### src/rtl/i2cm_pkg.sv
// ---------------------------------------------------------------------------
// I2C master byte engine package
// Payload types, command and line action codes, phase sequence tables.
// ---------------------------------------------------------------------------
`timescale 1ns / 1ps

package i2cm_pkg;

    localparam int unsigned QUEUE_DEPTH_DEF = 2;
    localparam logic [15:0] PHASE_LENGTH_RST = 16'd8;

    // Command codes
    localparam logic [2:0] OP_NONE  = 3'd0;
    localparam logic [2:0] OP_START = 3'd1;
    localparam logic [2:0] OP_STOP  = 3'd2;
    localparam logic [2:0] OP_WRITE = 3'd3;
    localparam logic [2:0] OP_READ  = 3'd4;

    // Line action codes
    localparam logic [2:0] ACT_SDA_REL = 3'd0;
    localparam logic [2:0] ACT_SDA_LOW = 3'd1;
    localparam logic [2:0] ACT_SCL_REL = 3'd2;
    localparam logic [2:0] ACT_SCL_LOW = 3'd3;
    localparam logic [2:0] ACT_SDA_BIT = 3'd4;
    localparam logic [2:0] ACT_SDA_ACK = 3'd5;

    localparam logic [4:0] START_PHASES = 5'd4;
    localparam logic [4:0] STOP_PHASES  = 5'd3;
    localparam logic [4:0] WRITE_PHASES = 5'd27;
    localparam logic [4:0] READ_PHASES  = 5'd20;
    localparam logic [4:0] WRITE_ACK_PHASE = 5'd25;
    localparam logic [4:0] READ_LAST_BIT_PHASE = 5'd16;

    localparam logic [2:0] START_SEQ [4] = '{
        ACT_SDA_REL, ACT_SCL_REL, ACT_SDA_LOW, ACT_SCL_LOW
    };
    localparam logic [2:0] STOP_SEQ [3] = '{
        ACT_SDA_LOW, ACT_SCL_REL, ACT_SDA_REL
    };
    localparam logic [2:0] WRITE_SEQ [27] = '{
        ACT_SDA_BIT, ACT_SCL_REL, ACT_SCL_LOW,
        ACT_SDA_BIT, ACT_SCL_REL, ACT_SCL_LOW,
        ACT_SDA_BIT, ACT_SCL_REL, ACT_SCL_LOW,
        ACT_SDA_BIT, ACT_SCL_REL, ACT_SCL_LOW,
        ACT_SDA_BIT, ACT_SCL_REL, ACT_SCL_LOW,
        ACT_SDA_BIT, ACT_SCL_REL, ACT_SCL_LOW,
        ACT_SDA_BIT, ACT_SCL_REL, ACT_SCL_LOW,
        ACT_SDA_BIT, ACT_SCL_REL, ACT_SCL_LOW,
        ACT_SDA_REL, ACT_SCL_REL, ACT_SCL_LOW
    };
    localparam logic [2:0] READ_SEQ [20] = '{
        ACT_SDA_REL,
        ACT_SCL_REL, ACT_SCL_LOW, ACT_SCL_REL, ACT_SCL_LOW,
        ACT_SCL_REL, ACT_SCL_LOW, ACT_SCL_REL, ACT_SCL_LOW,
        ACT_SCL_REL, ACT_SCL_LOW, ACT_SCL_REL, ACT_SCL_LOW,
        ACT_SCL_REL, ACT_SCL_LOW, ACT_SCL_REL, ACT_SCL_LOW,
        ACT_SDA_ACK, ACT_SCL_REL, ACT_SCL_LOW
    };

    typedef struct packed {
        logic [2:0] operation;
        logic [7:0] write_data;
        logic       read_ack;
        logic       sda_in;
    } cmd_item_t;

    typedef struct packed {
        logic       scl_pull_low;
        logic       sda_pull_low;
        logic       busy_res;
        logic       done_res;
        logic [7:0] read_data;
        logic       ack_seen;
    } rsp_item_t;

    // Classified tick: cmd is OP_NONE unless a valid command code arrived
    typedef struct packed {
        logic [2:0] cmd;
        logic [7:0] write_data;
        logic       read_ack;
        logic       sda_in;
    } tick_t;

    typedef struct packed {
        logic [2:0] act;
        logic       sample;
    } phase_t;

    function automatic logic [4:0] phase_count(input logic [2:0] cmd);
        logic [4:0] n;
        case (cmd)
            OP_START: n = START_PHASES;
            OP_STOP:  n = STOP_PHASES;
            OP_WRITE: n = WRITE_PHASES;
            OP_READ:  n = READ_PHASES;
            default:  n = 5'd0;
        endcase
        return n;
    endfunction

    function automatic phase_t phase_action(input logic [2:0] cmd, input logic [4:0] idx);
        phase_t p;
        p.act    = ACT_SDA_REL;
        p.sample = 1'b0;
        case (cmd)
            OP_START: p.act = START_SEQ[idx[1:0]];
            OP_STOP:
            begin
                if (idx < STOP_PHASES)
                begin
                    p.act = STOP_SEQ[idx[1:0]];
                end
            end
            OP_WRITE:
            begin
                if (idx < WRITE_PHASES)
                begin
                    p.act = WRITE_SEQ[idx];
                end
                p.sample = (idx == WRITE_ACK_PHASE);
            end
            OP_READ:
            begin
                p.act = (idx < READ_PHASES) ? READ_SEQ[idx] : ACT_SCL_LOW;
                p.sample = idx[0] && (idx <= READ_LAST_BIT_PHASE);
            end
            default: p.act = ACT_SDA_REL;
        endcase
        return p;
    endfunction

endpackage

### src/rtl/i2cm_front.sv
// ---------------------------------------------------------------------------
// I2C master front end
// Takes command items and classifies the operation code for the queue.
// ---------------------------------------------------------------------------
`timescale 1ns / 1ps

module i2cm_front import i2cm_pkg::*; (
    input  logic      cmd_valid,
    output logic      cmd_ready,
    input  cmd_item_t cmd,
    input  logic      q_ready,
    output logic      q_push,
    output tick_t     q_data
);

    logic known_op;

    assign cmd_ready = q_ready;
    assign q_push    = cmd_valid && q_ready;

    // Drop unknown codes to a plain tick
    assign known_op = (cmd.operation == OP_START) || (cmd.operation == OP_STOP) ||
                      (cmd.operation == OP_WRITE) || (cmd.operation == OP_READ);

    always_comb
    begin
        q_data.cmd        = known_op ? cmd.operation : OP_NONE;
        q_data.write_data = cmd.write_data;
        q_data.read_ack   = cmd.read_ack;
        q_data.sda_in     = cmd.sda_in;
    end

endmodule

### src/rtl/i2cm_queue.sv
// ---------------------------------------------------------------------------
// I2C master tick queue
// Small register FIFO between the front end and the bus engine.
// ---------------------------------------------------------------------------
`timescale 1ns / 1ps

module i2cm_queue import i2cm_pkg::*; #(
    parameter int unsigned DEPTH = QUEUE_DEPTH_DEF
) (
    input  logic  clk,
    input  logic  rst_n,
    input  logic  push,
    input  tick_t push_data,
    output logic  not_full,
    input  logic  pop,
    output logic  not_empty,
    output tick_t head
);

    localparam int unsigned PTR_W = (DEPTH > 1) ? $clog2(DEPTH) : 1;
    localparam int unsigned CNT_W = $clog2(DEPTH + 1);
    localparam logic [PTR_W-1:0] LAST_PTR = PTR_W'(DEPTH - 1);
    localparam logic [CNT_W-1:0] FULL_CNT = CNT_W'(DEPTH);

    tick_t            mem_reg [DEPTH];
    logic [PTR_W-1:0] wr_ptr_reg, wr_ptr_next;
    logic [PTR_W-1:0] rd_ptr_reg, rd_ptr_next;
    logic [CNT_W-1:0] count_reg, count_next;
    logic             do_push, do_pop;

    assign not_full  = (count_reg != FULL_CNT);
    assign not_empty = (count_reg != '0);
    assign head      = mem_reg[rd_ptr_reg];
    assign do_push   = push && not_full;
    assign do_pop    = pop && not_empty;

    always_comb
    begin
        wr_ptr_next = wr_ptr_reg;
        rd_ptr_next = rd_ptr_reg;
        count_next  = count_reg;
        if (do_push)
        begin
            wr_ptr_next = (wr_ptr_reg == LAST_PTR) ? '0 : PTR_W'(wr_ptr_reg + 1'b1);
        end
        if (do_pop)
        begin
            rd_ptr_next = (rd_ptr_reg == LAST_PTR) ? '0 : PTR_W'(rd_ptr_reg + 1'b1);
        end
        if (do_push && !do_pop)
        begin
            count_next = CNT_W'(count_reg + 1'b1);
        end
        else if (do_pop && !do_push)
        begin
            count_next = CNT_W'(count_reg - 1'b1);
        end
    end

    always_ff @(posedge clk or negedge rst_n)
    begin
        if (!rst_n)
        begin
            wr_ptr_reg <= '0;
            rd_ptr_reg <= '0;
            count_reg  <= '0;
        end
        else
        begin
            wr_ptr_reg <= wr_ptr_next;
            rd_ptr_reg <= rd_ptr_next;
            count_reg  <= count_next;
        end
    end

    always_ff @(posedge clk)
    begin
        if (do_push)
        begin
            mem_reg[wr_ptr_reg] <= push_data;
        end
    end

endmodule

### src/rtl/i2cm_engine.sv
// ---------------------------------------------------------------------------
// I2C master bus engine
// Steps the phase sequencer once per tick and registers the line result.
// ---------------------------------------------------------------------------
`timescale 1ns / 1ps

module i2cm_engine import i2cm_pkg::*; (
    input  logic        clk,
    input  logic        rst_n,
    input  logic [15:0] phase_length,
    input  logic        q_valid,
    input  tick_t       q_data,
    output logic        q_pop,
    output logic        rsp_valid,
    input  logic        rsp_ready,
    output rsp_item_t   rsp
);

    logic [15:0] tick_count_reg, tick_count_next;
    logic [4:0]  phase_index_reg, phase_index_next;
    logic [2:0]  active_reg, active_next;
    logic [7:0]  shift_reg, shift_next;
    logic        ack_mode_reg, ack_mode_next;
    logic        scl_reg, scl_next;
    logic        sda_reg, sda_next;
    logic        ack_flag_reg, ack_flag_next;
    logic [7:0]  last_read_reg, last_read_next;
    logic        rsp_valid_reg;
    rsp_item_t   rsp_reg, rsp_next;

    logic [15:0] len;
    logic [15:0] tick_inc;
    logic        done;
    phase_t      ph;

    // Advance when the output slot is free or being emptied
    assign q_pop     = q_valid && (!rsp_valid_reg || rsp_ready);
    assign rsp_valid = rsp_valid_reg;
    assign rsp       = rsp_reg;
    assign len       = (phase_length == 16'd0) ? 16'd1 : phase_length;

    always_comb
    begin
        active_next      = active_reg;
        phase_index_next = phase_index_reg;
        tick_count_next  = tick_count_reg;
        shift_next       = shift_reg;
        ack_mode_next    = ack_mode_reg;
        scl_next         = scl_reg;
        sda_next         = sda_reg;
        ack_flag_next    = ack_flag_reg;
        last_read_next   = last_read_reg;
        done             = 1'b0;
        tick_inc         = 16'd0;

        // Load a new command only when idle
        if (active_reg == OP_NONE && q_data.cmd != OP_NONE)
        begin
            active_next      = q_data.cmd;
            phase_index_next = 5'd0;
            tick_count_next  = 16'd0;
            shift_next       = (q_data.cmd == OP_WRITE) ? q_data.write_data : 8'd0;
            if (q_data.cmd == OP_READ)
            begin
                ack_mode_next = q_data.read_ack;
            end
        end

        ph = phase_action(active_next, phase_index_next);

        if (active_next != OP_NONE)
        begin
            if (tick_count_next == 16'd0)
            begin
                case (ph.act)
                    ACT_SDA_REL: sda_next = 1'b0;
                    ACT_SDA_LOW: sda_next = 1'b1;
                    ACT_SCL_REL: scl_next = 1'b0;
                    ACT_SCL_LOW: scl_next = 1'b1;
                    ACT_SDA_BIT:
                    begin
                        sda_next   = ~shift_next[7];
                        shift_next = {shift_next[6:0], 1'b0};
                    end
                    ACT_SDA_ACK: sda_next = ack_mode_next;
                    default:     sda_next = ack_mode_next;
                endcase
            end
            tick_inc = 16'(tick_count_next + 16'd1);
            if (tick_inc >= len)
            begin
                if (ph.sample)
                begin
                    if (active_next == OP_WRITE)
                    begin
                        ack_flag_next = ~q_data.sda_in;
                    end
                    else
                    begin
                        shift_next = {shift_next[6:0], q_data.sda_in};
                    end
                end
                tick_count_next  = 16'd0;
                phase_index_next = 5'(phase_index_next + 5'd1);
                if (phase_index_next >= phase_count(active_next))
                begin
                    if (active_next == OP_READ)
                    begin
                        last_read_next = shift_next;
                    end
                    active_next      = OP_NONE;
                    phase_index_next = 5'd0;
                    done             = 1'b1;
                end
            end
            else
            begin
                tick_count_next = tick_inc;
            end
        end

        rsp_next.scl_pull_low = scl_next;
        rsp_next.sda_pull_low = sda_next;
        rsp_next.busy_res     = (active_next != OP_NONE);
        rsp_next.done_res     = done;
        rsp_next.read_data    = last_read_next;
        rsp_next.ack_seen     = ack_flag_next;
    end

    always_ff @(posedge clk or negedge rst_n)
    begin
        if (!rst_n)
        begin
            tick_count_reg  <= '0;
            phase_index_reg <= '0;
            active_reg      <= OP_NONE;
            shift_reg       <= '0;
            ack_mode_reg    <= 1'b0;
            scl_reg         <= 1'b0;
            sda_reg         <= 1'b0;
            ack_flag_reg    <= 1'b0;
            last_read_reg   <= '0;
            rsp_valid_reg   <= 1'b0;
        end
        else
        begin
            if (q_pop)
            begin
                tick_count_reg  <= tick_count_next;
                phase_index_reg <= phase_index_next;
                active_reg      <= active_next;
                shift_reg       <= shift_next;
                ack_mode_reg    <= ack_mode_next;
                scl_reg         <= scl_next;
                sda_reg         <= sda_next;
                ack_flag_reg    <= ack_flag_next;
                last_read_reg   <= last_read_next;
                rsp_valid_reg   <= 1'b1;
            end
            else if (rsp_ready)
            begin
                rsp_valid_reg <= 1'b0;
            end
        end
    end

    always_ff @(posedge clk)
    begin
        if (q_pop)
        begin
            rsp_reg <= rsp_next;
        end
    end

endmodule

### src/rtl/i2c_master_byte_engine_unit.sv
// ---------------------------------------------------------------------------
// I2C master byte engine
// Open-drain I2C master driven by one command item per bus tick.
// ---------------------------------------------------------------------------
//  channel  | signals                      | payload
//  ---------+------------------------------+-----------------------------
//  command  | cmd_valid / cmd_ready        | cmd (cmd_item_t)
//  result   | rsp_valid / rsp_ready        | rsp (rsp_item_t)
//  config   | cfg_valid / cfg_ready        | cfg_data (phase length)
//
//  One command item yields one result; one item is taken every cycle while the queue is not full.
//  Each item passes through the tick queue and then the result register.
//  The engine's tick update is combinational between queue head and result register.
//  Reset clears the engine to idle with both lines released, phase length 8.
//  A stalled result holds the engine; the queue keeps taking items until full.
// ---------------------------------------------------------------------------
`timescale 1ns / 1ps

module i2c_master_byte_engine_unit import i2cm_pkg::*; #(
    parameter int unsigned QUEUE_DEPTH = QUEUE_DEPTH_DEF
) (
    input  logic        clk,
    input  logic        rst_n,
    input  logic        cmd_valid,
    output logic        cmd_ready,
    input  cmd_item_t   cmd,
    output logic        rsp_valid,
    input  logic        rsp_ready,
    output rsp_item_t   rsp,
    input  logic        cfg_valid,
    output logic        cfg_ready,
    input  logic [15:0] cfg_data
);

    logic [15:0] phase_length_reg;
    logic        q_ready, q_push, q_valid, q_pop;
    tick_t       q_in, q_head;

    assign cfg_ready = 1'b1;

    always_ff @(posedge clk or negedge rst_n)
    begin
        if (!rst_n)
        begin
            phase_length_reg <= PHASE_LENGTH_RST;
        end
        else if (cfg_valid)
        begin
            phase_length_reg <= cfg_data;
        end
    end

    i2cm_front u_front (
        .cmd_valid (cmd_valid),
        .cmd_ready (cmd_ready),
        .cmd       (cmd),
        .q_ready   (q_ready),
        .q_push    (q_push),
        .q_data    (q_in)
    );

    i2cm_queue #(
        .DEPTH (QUEUE_DEPTH)
    ) u_queue (
        .clk       (clk),
        .rst_n     (rst_n),
        .push      (q_push),
        .push_data (q_in),
        .not_full  (q_ready),
        .pop       (q_pop),
        .not_empty (q_valid),
        .head      (q_head)
    );

    i2cm_engine u_engine (
        .clk          (clk),
        .rst_n        (rst_n),
        .phase_length (phase_length_reg),
        .q_valid      (q_valid),
        .q_data       (q_head),
        .q_pop        (q_pop),
        .rsp_valid    (rsp_valid),
        .rsp_ready    (rsp_ready),
        .rsp          (rsp)
    );

endmodule

### config.mk
export PLATFORM = sky130hd
export DESIGN_NAME = i2c_master_byte_engine_unit
export DESIGN_NICKNAME = d
export VERILOG_FILES = /design/src/rtl/i2cm_pkg.sv /design/src/rtl/i2cm_front.sv /design/src/rtl/i2cm_queue.sv /design/src/rtl/i2cm_engine.sv /design/src/rtl/i2c_master_byte_engine_unit.sv
export SDC_FILE = /design/constraint.sdc
export NUM_CORES = 1
export LEC_CHECK = 0
export ABC_AREA = 1
export BUFFER_PORTS_ARGS = -buffer_cell sky130_fd_sc_hd__clkbuf_2
export CORE_MARGIN = 1
export CORE_UTILIZATION = 55
export CTS_BUF_LIST = sky130_fd_sc_hd__clkbuf_8
export CTS_CLUSTER_DIAMETER = 50
export DETAILED_ROUTE_END_ITERATION = 12
export PLACE_DENSITY = 0.83
export SLEW_MARGIN = 20
export SYNTH_ARGS = -nofsm -noshare
export SYNTH_HDL_FRONTEND = slang
export SYNTH_SLANG_ARGS = --single-unit
### constraint.sdc
create_clock -name clk -period 6.75 [get_ports clk]
set_input_delay 1.35 -clock clk [delete_from_list [all_inputs] [get_ports clk]]
set_output_delay 1.35 -clock clk [all_outputs]
set_load 0.05 [all_outputs]
==> metrics.md, run 1 <==
| Metric | Value |
|---|---|
| Outcome | completed |
| Setup Viol. Count Final | 0 |
| Port Buf Inserts | 48 |
| Final std cell area, no fill | roughly 7000 um^2 |
| Hpwl dp | 10000 um |
| Worst-Margin Slew | between 1 and 1.5 ns |
| Synth unique cells | 47 |
| CTS Root Cell | clkbuf_8 |
| Synthesized Nets | between 800 and 900 |
| Routed vias | around 5500 |
| Aggregate global routing overflow | 0 |
| Cts repair resizes | 0 |
| Fraction of layout cells with a size suffix above 1 | between 10 and 15% |
| Syn. warnings | 0 |
| DRT antenna net count | 0 |
| Worst path slowest cell | nor2_1 |
| Post-CTS setup buffers | 0 |
| Num ports | 50 |
| Layout Nets | just over 900 |
| Vias in the first global route | 4968 |
| Setup TNS | 0 ns |
| Rows | 39 |
| Worst Path Buf+Inv | 4 |
| Worst relative slew slack | between 20 and 30% |
| CP startpoint kind | register |
| GRT Overall Usage | 24.9% |
| Routability cong. | 0.930 |
| Worst VDD drop | 0.570 mV |
| Reg clk slew, reported paths | approximately 0.10 ns |
| N_diodes | 0 |
| Max_cap viols | 0 |
| Die area | ~12000 um^2 |
| P_sw | 2.01 mW |
| P&R area growth vs syn | 8.52% |
| Syn Inst Count | about 820 |
| Die H | roughly 110 um |
| Die Span X | 110 um |
| Min Tclk post-route | around 5.5 ns |
| Core Area | about 11000 um^2 |
| Max reg flops | 26 |
| Starting Density | between 50% and 60% |
| RSZ-0062 raised after global routing | false |
| Overall Power | 3.84 mW |
| Detailed Routing Iterations Pass 1 | 5 |
| DR iter-0 viols | roughly 620 |
| Worst hold-check path type | register to register |
| Average wire per standard cell | ~14 um |
| Logic gate share of total power | about three fifths |
| EDFF count, synth | 39 |
| Clock latency on the worst-skew pair | around 0.4 ns |
| Sequential cell area fraction in the yosys report | between 40 and 50% |
| Num CTS Buffers | 9 |
| Initial antenna violation count | 0 |
| Sequential Power Share | between 20% and 30% |
| Static Leak | 3.49 nW |
| Clock share of power | a little over a tenth |
| CTS tree | done |
| Clock sink count | roughly 100 |
| Dpl cells | a little under 1000 |
| Worst-path maximum fanout | 18 |
| P_int | approximately 1.8 mW |
| DR DRC count | 0 |
| Finished Layout Cells | 1002 |
| Number of synthesized register bits | about 100 |
| Worst clock skew | just over 0.01 ns |
| Post-Route WL | about 14000 um |
| Cell family with most CP delay | simple AND/OR/NAND/NOR gates |
| Fill cell count | 1025 |
| Post-DP Area | 6790 um^2 |
| Cts hold-fix bufs | 0 |
| CTS Buffer Depth | 2 |
| Critical Path Max Stage Delay | ~0.75 ns |
| Worst setup path class | register to register |
| Switching share of power | 52.5% |
| Largest net degree at the start of global routing | 66 |
| Syn avg cell area | just under 8 um^2 |
| Mapped cell area | 6440 um^2 |
| First-pass GRT wire length | approximately 23000 um |
| CP Capture Type | register |
| Post-synth ARST share | ~63% |
| Final hold vios | 0 |
| Post-DR vias/cell | approximately 5.5 |
| Final Max Tran Viols | 0 |
| Power per cell area | 549 nW/um^2 |
| WP data arrival | between 5 and 6 ns |
| H-tree levels | 3 |
| Final worst-path cycle share | between 80% and 90% |
| Worst EP required | between 6 and 7 ns |
| Main synth FF type | dfrtp_1 |
| Max Clk Rate | between 0.15 and 0.2 GHz |
## kinds of logic after synthesis
family / Yosys count / synth area share (%)
xor+xnor: 16 / 2.17
other cells: 1 / 0.0582
simple gates: 374 / 26.9
compound gates: 140 / 12.5
flops: 104 / 43.4
fa+ha+maj: 28 / 5.44
mux: 1 / 0.155
buf+inv: 152 / 9.32
## final timing paths
| kind | start | endpoint | slack (ns) | depth (start not counted) |
|---|---|---|---|---|
| worst min register to register | u_queue.count_reg[0] | u_queue.count_reg[0] | 0.48 | 1 |
| worst max register to register | u_queue.rd_ptr_reg | u_engine.rsp[6] | 1.21 | 27 |
| worst max-delay path | u_queue.rd_ptr_reg | u_engine.rsp[6] | 1.21 | 27 |
| max in group asynchronous | rst_n | u_engine.tick_count_reg[15] | 5.06 | 2 |
| min in group asynchronous | rst_n | phase_length_reg[5] | 1.13 | 2 |
| worst min-delay path | u_queue.count_reg[0] | u_queue.count_reg[0] | 0.48 | 1 |
## synth_stat cells, types with 8 or more instances
library cell	instances	share of area (%)
inv_1	119	6.9
a21oi_1	61	4.7
nand2_1	175	10
nor2_1	56	3.3
o21ai_0	44	3.4
ha_1	28	5.4
nand3_1	74	5.7
or2_2	16	1.6
and2_1	8	0.78
edfxtp_1	39	18
nand2_2	14	1.4
clkbuf_1	21	1.2
xor2_1	15	2.0
nand4_1	12	1.2
dfrtp_1	64	25
o2111ai_1	8	1.1
## stage by stage
stage	worst slack, ns	hold slack [ns]	utilization (%)
2_1_floorplan	2.48	0.442	-
3_3_place_gp	1.60	0.458	59.4
3_5_place_dp	1.25	0.461	59.4
4_1_cts	1.27	0.483	61.3
5_1_grt	0.624	0.495	61.3
6_report	1.21	0.483	61.3
## layout make-up
| type | instances | area, um^2 | area share [%] |
|---|---|---|---|
| Tap cell | 143 | 179 | 2.56 |
| Sequential cell | 104 | 2800 | 40.0 |
| Clock buffer | 9 | 124 | 1.77 |
| Multi-Input combinational cell | 560 | 3060 | 43.7 |
| Clock inverter | 7 | 85.1 | 1.22 |
| Timing Repair Buffer | 53 | 278 | 3.97 |
| Inverter | 126 | 473 | 6.76 |
## power by group through the flow
stage / Clock, mW / Combinational (mW) / Sequential, mW
3_5_place_dp: 0 / 2.32 / 1.06
3_3_place_gp: 0 / 2.28 / 1.06
6_report: 0.419 / 2.37 / 1.05
4_1_cts: 0.429 / 2.34 / 1.05
5_1_grt: 0.452 / 2.67 / 1.08
2_1_floorplan: 0 / 1.71 / 1.17
## cells in the final DEF (no fill, tap or decap), types with 12 or more instances in the layout
master    instances
nand2_2          14
or2_2            16
xor2_1           15
ha_1             28
a21oi_1          60
nor2_1           56
inv_1           120
nand4_1          12
nand3_1          74
edfxtp_1         39
o21ai_0          44
clkbuf_2         47
nand2_1         175
dfrtp_1          64
## routing by layer
layer  global-route usage, %  vias up  part of all wire, %
met5                       0        -                    0
met4                    6.77        0                  1.9
met3                    5.41       27                  7.4
met2                    37.4      224                   43
met1                    36.4     2505                   47
li1                        -     2772                    -
Note: power is estimated with default switching activity, not from simulation.
==> run 2: changes to the inputs <==
Settings changed: PLACE_DENSITY 0.83 to 0.86.
Clock period 6.75 ns to 4.85 ns, I/O delays scaled along.
==> metrics.md, run 2 (synthesis gave the netlist of run 1 again) <==
| Metric | Value |
|---|---|
| Outcome | completed |
| Clock sink count | 104 (unchanged) |
| Min Tclk post-route | 4.59 ns (-0.942 ns) |
| Layout Nets | 930 (+1.5%) |
| DR iter-0 viols | 493 (-20%) |
| Routed wl met3 | 1070 um (+1.9%) |
| Average wire per standard cell | 14.5 um (+3.1%) |
| CP Capture Type | register |
| Worst hold-check path type | register to register |
| Hpwl dp | 10600 um (+5.3%) |
| Num ports | 50 (unchanged) |
| Cts hold-fix bufs | 0 (unchanged) |
| Post-DR vias/cell | 5.58 (+1.2%) |
| Worst reg2reg setup slack | 0.26 ns (-0.96 ns) |
| Worst-Margin Slew | 1.05 ns (-0.0310 ns) |
| CTS Root Cell | clkbuf_8 |
| Die Span X | 110 um (unchanged) |
| Post-Route WL | 14700 um (+4.6%) |
| H-tree levels | 3 (unchanged) |
| Max_cap viols | 0 (unchanged) |
| Num CTS Buffers | 9 (unchanged) |
| Reg clk slew, reported paths | 0.12 ns (+0.02 ns) |
| Setup WS post-layout | 0.256 ns (-0.958 ns) |
| N_diodes | 0 (unchanged) |
| Final worst-path cycle share | 94.7% (+13 points) |
| Post-DP Area | 6850 um^2 (+0.89%) |
| Detailed Routing Iterations Pass 1 | 6 (+1) |
| Largest net degree at the start of global routing | 53 (-20%) |
| Most frequent cells in the layout | 173 x nand2_1, 119 x inv_1, 73 x nand3_1 |
| Cell family with most CP delay | simple AND/OR/NAND/NOR gates |
| Crit path launch | u_queue.rd_ptr_reg |
| GRT Overall Usage | 26.3% (+1.3 points) |
| Final Max Tran Viols | 0 (unchanged) |
| RR Startpoint | u_queue.rd_ptr_reg |
| Place WS | 0.111 ns (-1.14 ns) |
| Fill cell count | 968 (-5.6%) |
| Most used cell, CP | nand2_1 |
| Routed vias | 5671 (+2.6%) |
| Fraction of layout cells with a size suffix above 1 | 16.6% (+2.3 points) |
| DR top layer | met4 |
| Routability cong. | 0.934 (+0.37%) |
| Most common cell after layout, fill and taps aside | nand2_1 |
| Port Buf Inserts | 48 (unchanged) |
| Setup Viol. Count Final | 0 (unchanged) |
| Max reg flops | 26 (unchanged) |
| Worst-path maximum fanout | 25 (+7) |
| DRT antenna net count | 0 (unchanged) |
| CTS Buffer Depth | 2 (unchanged) |
| Final design utilization | 62.6% (+1.4 points) |
| Clock latency on the worst-skew pair | 0.42 ns (+0.02 ns) |
| Overall Power | 5.49 mW (+43%) |
| Worst setup path class | register to register |
| Power per cell area | 768 nW/um^2 (+40%) |
| Final std cell area, no fill | 7150 um^2 (+2.2%) |
| First-pass GRT wire length | 24400 um (+4.4%) |
| Vias in the first global route | 5250 (+5.7%) |
| Starting Density | 56.4% (unchanged) |
| P&R area growth vs syn | 10.9% |
| Die H | 110 um (unchanged) |
| Worst Path Buf+Inv | 5 (+1) |
| Metal-1 WL | 6480 um (-2.9%) |
| CTS tree | done |
| Worst relative slew slack | 29.9% (+2.1 points) |
| Setup TNS | 0 ns (unchanged) |
| CP startpoint kind | register |
| Final hold vios | 0 (unchanged) |
| HP Start | u_engine.last_read_reg[2] |
| Rows | 39 (unchanged) |
| Die area | 12200 um^2 (unchanged) |
| WP data arrival | 4.77 ns (-0.93 ns) |
| Worst EP required | 5.03 ns (-1.88 ns) |
| Worst VDD drop | 0.775 mV (+36%) |
| Worst clock skew | 0.0143 ns (+0.00396 ns) |
| Max Clk Rate | 0.218 GHz (+21%) |
| Initial antenna violation count | 0 (unchanged) |
| Critical Path Max Stage Delay | 0.48 ns (-0.27 ns) |
| Aggregate global routing overflow | 0 (unchanged) |
| Core Area | 11400 um^2 (unchanged) |
| Static Leak | 3.57 nW (+2.5%) |
| Met2 wire len | 6810 um (+12%) |
| DR DRC count | 0 (unchanged) |
| Worst path slowest cell | dfrtp_2 |
==> run 2: power by group <==
group	leakage [nW]	internal, mW	switching (mW)	total [mW]
Clock	0.110	0.218	0.375	0.592
Sequential	1.17	1.28	0.183	1.46
Combinational	2.30	1.11	2.33	3.44
Total	3.57	2.60	2.89	5.49
==> run 2: metal layers <==
layer  track usage [%]  vias up
met5                 0        -
met4              8.74        0
met3              5.94       41
met2              41.8      226
met1              35.4     2615
li1                  -     2789
==> run 2: per-stage QoR <==
stage               cells  hold WS (ns)
floorplan             816         0.442
global placement      994         0.454
detailed placement    994         0.463
CTS                  1010         0.491
global route         1016         0.516
finish               1016         0.487
==> run 2: what timing repair did <==
item                       4_1_cts  5_1_grt
buffers inserted                 0        6
gates resized for setup          0        9
hold endpoints to repair         0        0
setup endpoints to repair        0       41
==> run 2: cell type report <==
class,instances,area (um^2),area share (%)
Clock buffer,9,124,1.73
Multi-Input combinational cell,560,3080,43.1
Clock inverter,7,96.3,1.35
Timing Repair Buffer,67,394,5.51
Sequential cell,104,2800,39.2
Inverter,126,475,6.65
Tap cell,143,179,2.50
==> run 2: worst paths after layout <==
kind / endpoint / cells after the start
worst max-delay path: u_engine.rsp[6] / 26
worst min-delay path: u_engine.last_read_reg[2] / 2
worst max register to register: u_engine.rsp[6] / 26
worst min register to register: u_engine.last_read_reg[2] / 2
max in group asynchronous: u_queue.rd_ptr_reg / 2
min in group asynchronous: phase_length_reg[0] / 1
==> run 2: worst reg2reg max path: stages (launching register included) <==
cell and delay (ns):
dfrtp_2 0.48, inv_4 0.13, nand2_1 0.08, nand2_2 0.11, nand3_2 0.09, nand2_2 0.12
buf_6 0.24, nand2_1 0.17, nor3_2 0.24, nand3_1 0.15, nor3_2 0.24, nand2_1 0.12
nor2_2 0.14, nand3_1 0.12, xor2_2 0.17, ha_1 0.29, nand2_1 0.08, inv_1 0.04
nand3_1 0.07, inv_1 0.05, a21oi_1 0.22, nand3_2 0.18, nand2_2 0.12, nor2_1 0.05
buf_4 0.19, or2_2 0.30, and2_1 0.16
==> run 3: changes to the inputs <==
==> constraint.sdc (replaced) <==
create_clock -name clk -period 4.85 [get_ports clk]
set_input_delay 0.485 -clock clk [delete_from_list [all_inputs] [get_ports clk]]
set_output_delay 0.485 -clock clk [all_outputs]
set_load 0.05 [all_outputs]
==> metrics.md, run 3 (synthesis gave the netlist of run 1 again) <==
| Metric | Value |
|---|---|
| Worst VDD drop | 0.581 mV (-25%) |
| Worst Path Buf+Inv | 6 (+1) |
| Num ports | 50 (unchanged) |
| Outcome | finished with violations |
| Logic gate share of total power | 62.7% (about the same) |
| Failing checks | DRC |
| Power per cell area | 768 nW/um^2 (about the same) |
| Finished Layout Cells | 1016 (unchanged) |
| Critical Path Max Stage Delay | 0.48 ns (about the same) |
| DR DRC count | 2 (+2) |
| Final hold vios | 0 (unchanged) |
| Hpwl dp | 10500 um (-0.87%) |
| CP Capture Type | register |
| Average wire per standard cell | 14.3 um (-1.2%) |
| Worst setup path class | register to register |
| Critical path depth | 28 (+7.7%) |
| Cell family with most CP delay | simple AND/OR/NAND/NOR gates |
| Switching share of power | 52.6% (about the same) |
| RSZ-0062 raised after global routing | false |
| Worst relative slew slack | 31.4% (+1.5 points) |
| Worst-path maximum fanout | 17 (-32%) |
| Place WS | 0.101 ns (-0.00995 ns) |
| Setup Viol. Count Final | 0 (unchanged) |
| Sequential Power Share | 26.5% (about the same) |
| Worst path slowest cell | dfrtp_2 |
| P&R area growth vs syn | 11.2% |
| Clock sink count | 104 (unchanged) |
| Final design utilization | 62.8% (+0.13 points) |
| Final worst-path cycle share | 94.0% (-0.72 points) |
| Worst-Margin Slew | 1.03 ns (-0.0219 ns) |
| DRT antenna net count | 0 (unchanged) |
| R2R depth | 28 (+7.7%) |
| Starting Density | 56.4% (unchanged) |
| Post-Route WL | 14600 um (-1.2%) |
| Worst hold-check path type | input port to asynchronous set/reset pin |
| Vias in the first global route | 4969 (-5.4%) |
| Detailed Routing Iterations Pass 1 | 9 (+3) |
| Port Buf Inserts | 48 (unchanged) |
| Max reg flops | 26 (unchanged) |
| Most common cell after layout, fill and taps aside | nand2_1 |
| Setup TNS | 0 ns (unchanged) |
| WP data arrival | 4.73 ns (-0.04 ns) |
| Die H | 110 um (unchanged) |
| Core Area | 11400 um^2 (unchanged) |
| Routed vias | 5671 (unchanged) |
| CTS Buffer Depth | 2 (unchanged) |
| CTS tree | done |
| N_diodes | 0 (unchanged) |
| Fraction of layout cells with a size suffix above 1 | 16.8% (+0.23 points) |
| Cts hold-fix bufs | 0 (unchanged) |
| P_sw | 2.89 mW (+0.24%) |
| Max Clk Rate | 0.219 GHz (+0.77%) |
| Reg clk slew, reported paths | 0.12 ns (about the same) |
| P_int | 2.61 mW (+0.14%) |
| Min Tclk post-route | 4.56 ns (-0.0350 ns) |
| Rows | 39 (unchanged) |
| Post-DR vias/cell | 5.58 (unchanged) |
| DR iter-0 viols | 421 (-15%) |
| Layout Nets | 930 (unchanged) |
| GRT Overall Usage | 25.4% (-0.90 points) |
| Worst clock skew | 0.0118 ns (-0.00243 ns) |
| Dpl cells | 995 (+0.10%) |
| Clock share of power | 10.8% (about the same) |
| CP startpoint kind | register |
| Initial antenna violation count | 0 (unchanged) |
| Die area | 12200 um^2 (unchanged) |
| Worst EP required | 5.02 ns (about the same) |
| Clock latency on the worst-skew pair | 0.41 ns (about the same) |
| Die Span X | 110 um (unchanged) |
| Most frequent cells in the layout | 172 x nand2_1, 119 x inv_1, 72 x nand3_1 |
| Overall Power | 5.50 mW (+0.19%) |
| Aggregate global routing overflow | 0 (unchanged) |
| CTS Root Cell | clkbuf_8 |
| Largest net degree at the start of global routing | 66 (+25%) |
| Fill cell count | 963 (-0.52%) |
| Static Leak | 3.58 nW (+0.19%) |
| Final Max Tran Viols | 0 (unchanged) |
| Num CTS Buffers | 9 (unchanged) |
| Setup WS post-layout | 0.291 ns (+0.0350 ns) |
| First-pass GRT wire length | 23600 um (-3.3%) |
| Max_cap viols | 0 (unchanged) |
| H-tree levels | 3 (unchanged) |
| Routability cong. | 0.915 (-2.0%) |
==> run 3: path summary, 6_finish.rpt <==
check,start,end,slack [ns]
worst min-delay path,rst_n,phase_length_reg[7],0.24
worst max-delay path,u_queue.rd_ptr_reg,u_engine.rsp[4],0.29
worst min register to register,u_engine.last_read_reg[3],u_engine.last_read_reg[3],0.49
worst max register to register,u_queue.rd_ptr_reg,u_engine.rsp[4],0.29
max in group asynchronous,rst_n,u_queue.rd_ptr_reg,3.99
min in group clk,cmd[7],u_queue.mem_reg[1][7],0.26
==> run 3: power groups by stage <==
stage                     sequential (mW)  clock (mW)  combinational, mW
after global routing                 1.50       0.634               3.86
after global placement               1.47           0               3.23
final                                1.46       0.595               3.45
after CTS                            1.46       0.600               3.33
after floorplan                      1.63           0               2.38
after detailed placement             1.47           0               3.32
==> run 3: final cells by class <==
| type | instances | area [um^2] | area share [%] |
|---|---|---|---|
| Multi-Input combinational cell | 560 | 3100 | 43.2 |
| Sequential cell | 104 | 2800 | 39.1 |
| Inverter | 126 | 475 | 6.64 |
| Timing Repair Buffer | 67 | 395 | 5.52 |
| Tap cell | 143 | 179 | 2.50 |
| Clock buffer | 9 | 124 | 1.73 |
| Clock inverter | 7 | 96.3 | 1.34 |
==> run 3: per-layer routing <==
layer / vias to the layer above / part of all wire, % / track usage [%]
met5: - / 0 / 0
met2: 202 / 47 / 39.4
met1: 2639 / 45 / 35.1
met4: 0 / 2.2 / 7.24
met3: 35 / 6.3 / 6.35
li1: 2795 / - / -
==> run 3: stage by stage <==
step | instance area (um^2) | hold WS, ns
after detailed placement | 6850 | 0.467
final | 7170 | 0.243
after global placement | 6850 | 0.454
after CTS | 7070 | 0.247
after global routing | 7170 | 0.239
after floorplan | 6440 | 0.189
==> run 3: timing repair <==
item | 4_1_cts | 5_1_grt
endpoints found under the setup margin | 0 | 35
hold endpoints to repair | 0 | 0
gates resized for setup | 0 | 13
buffers inserted | 0 | 5
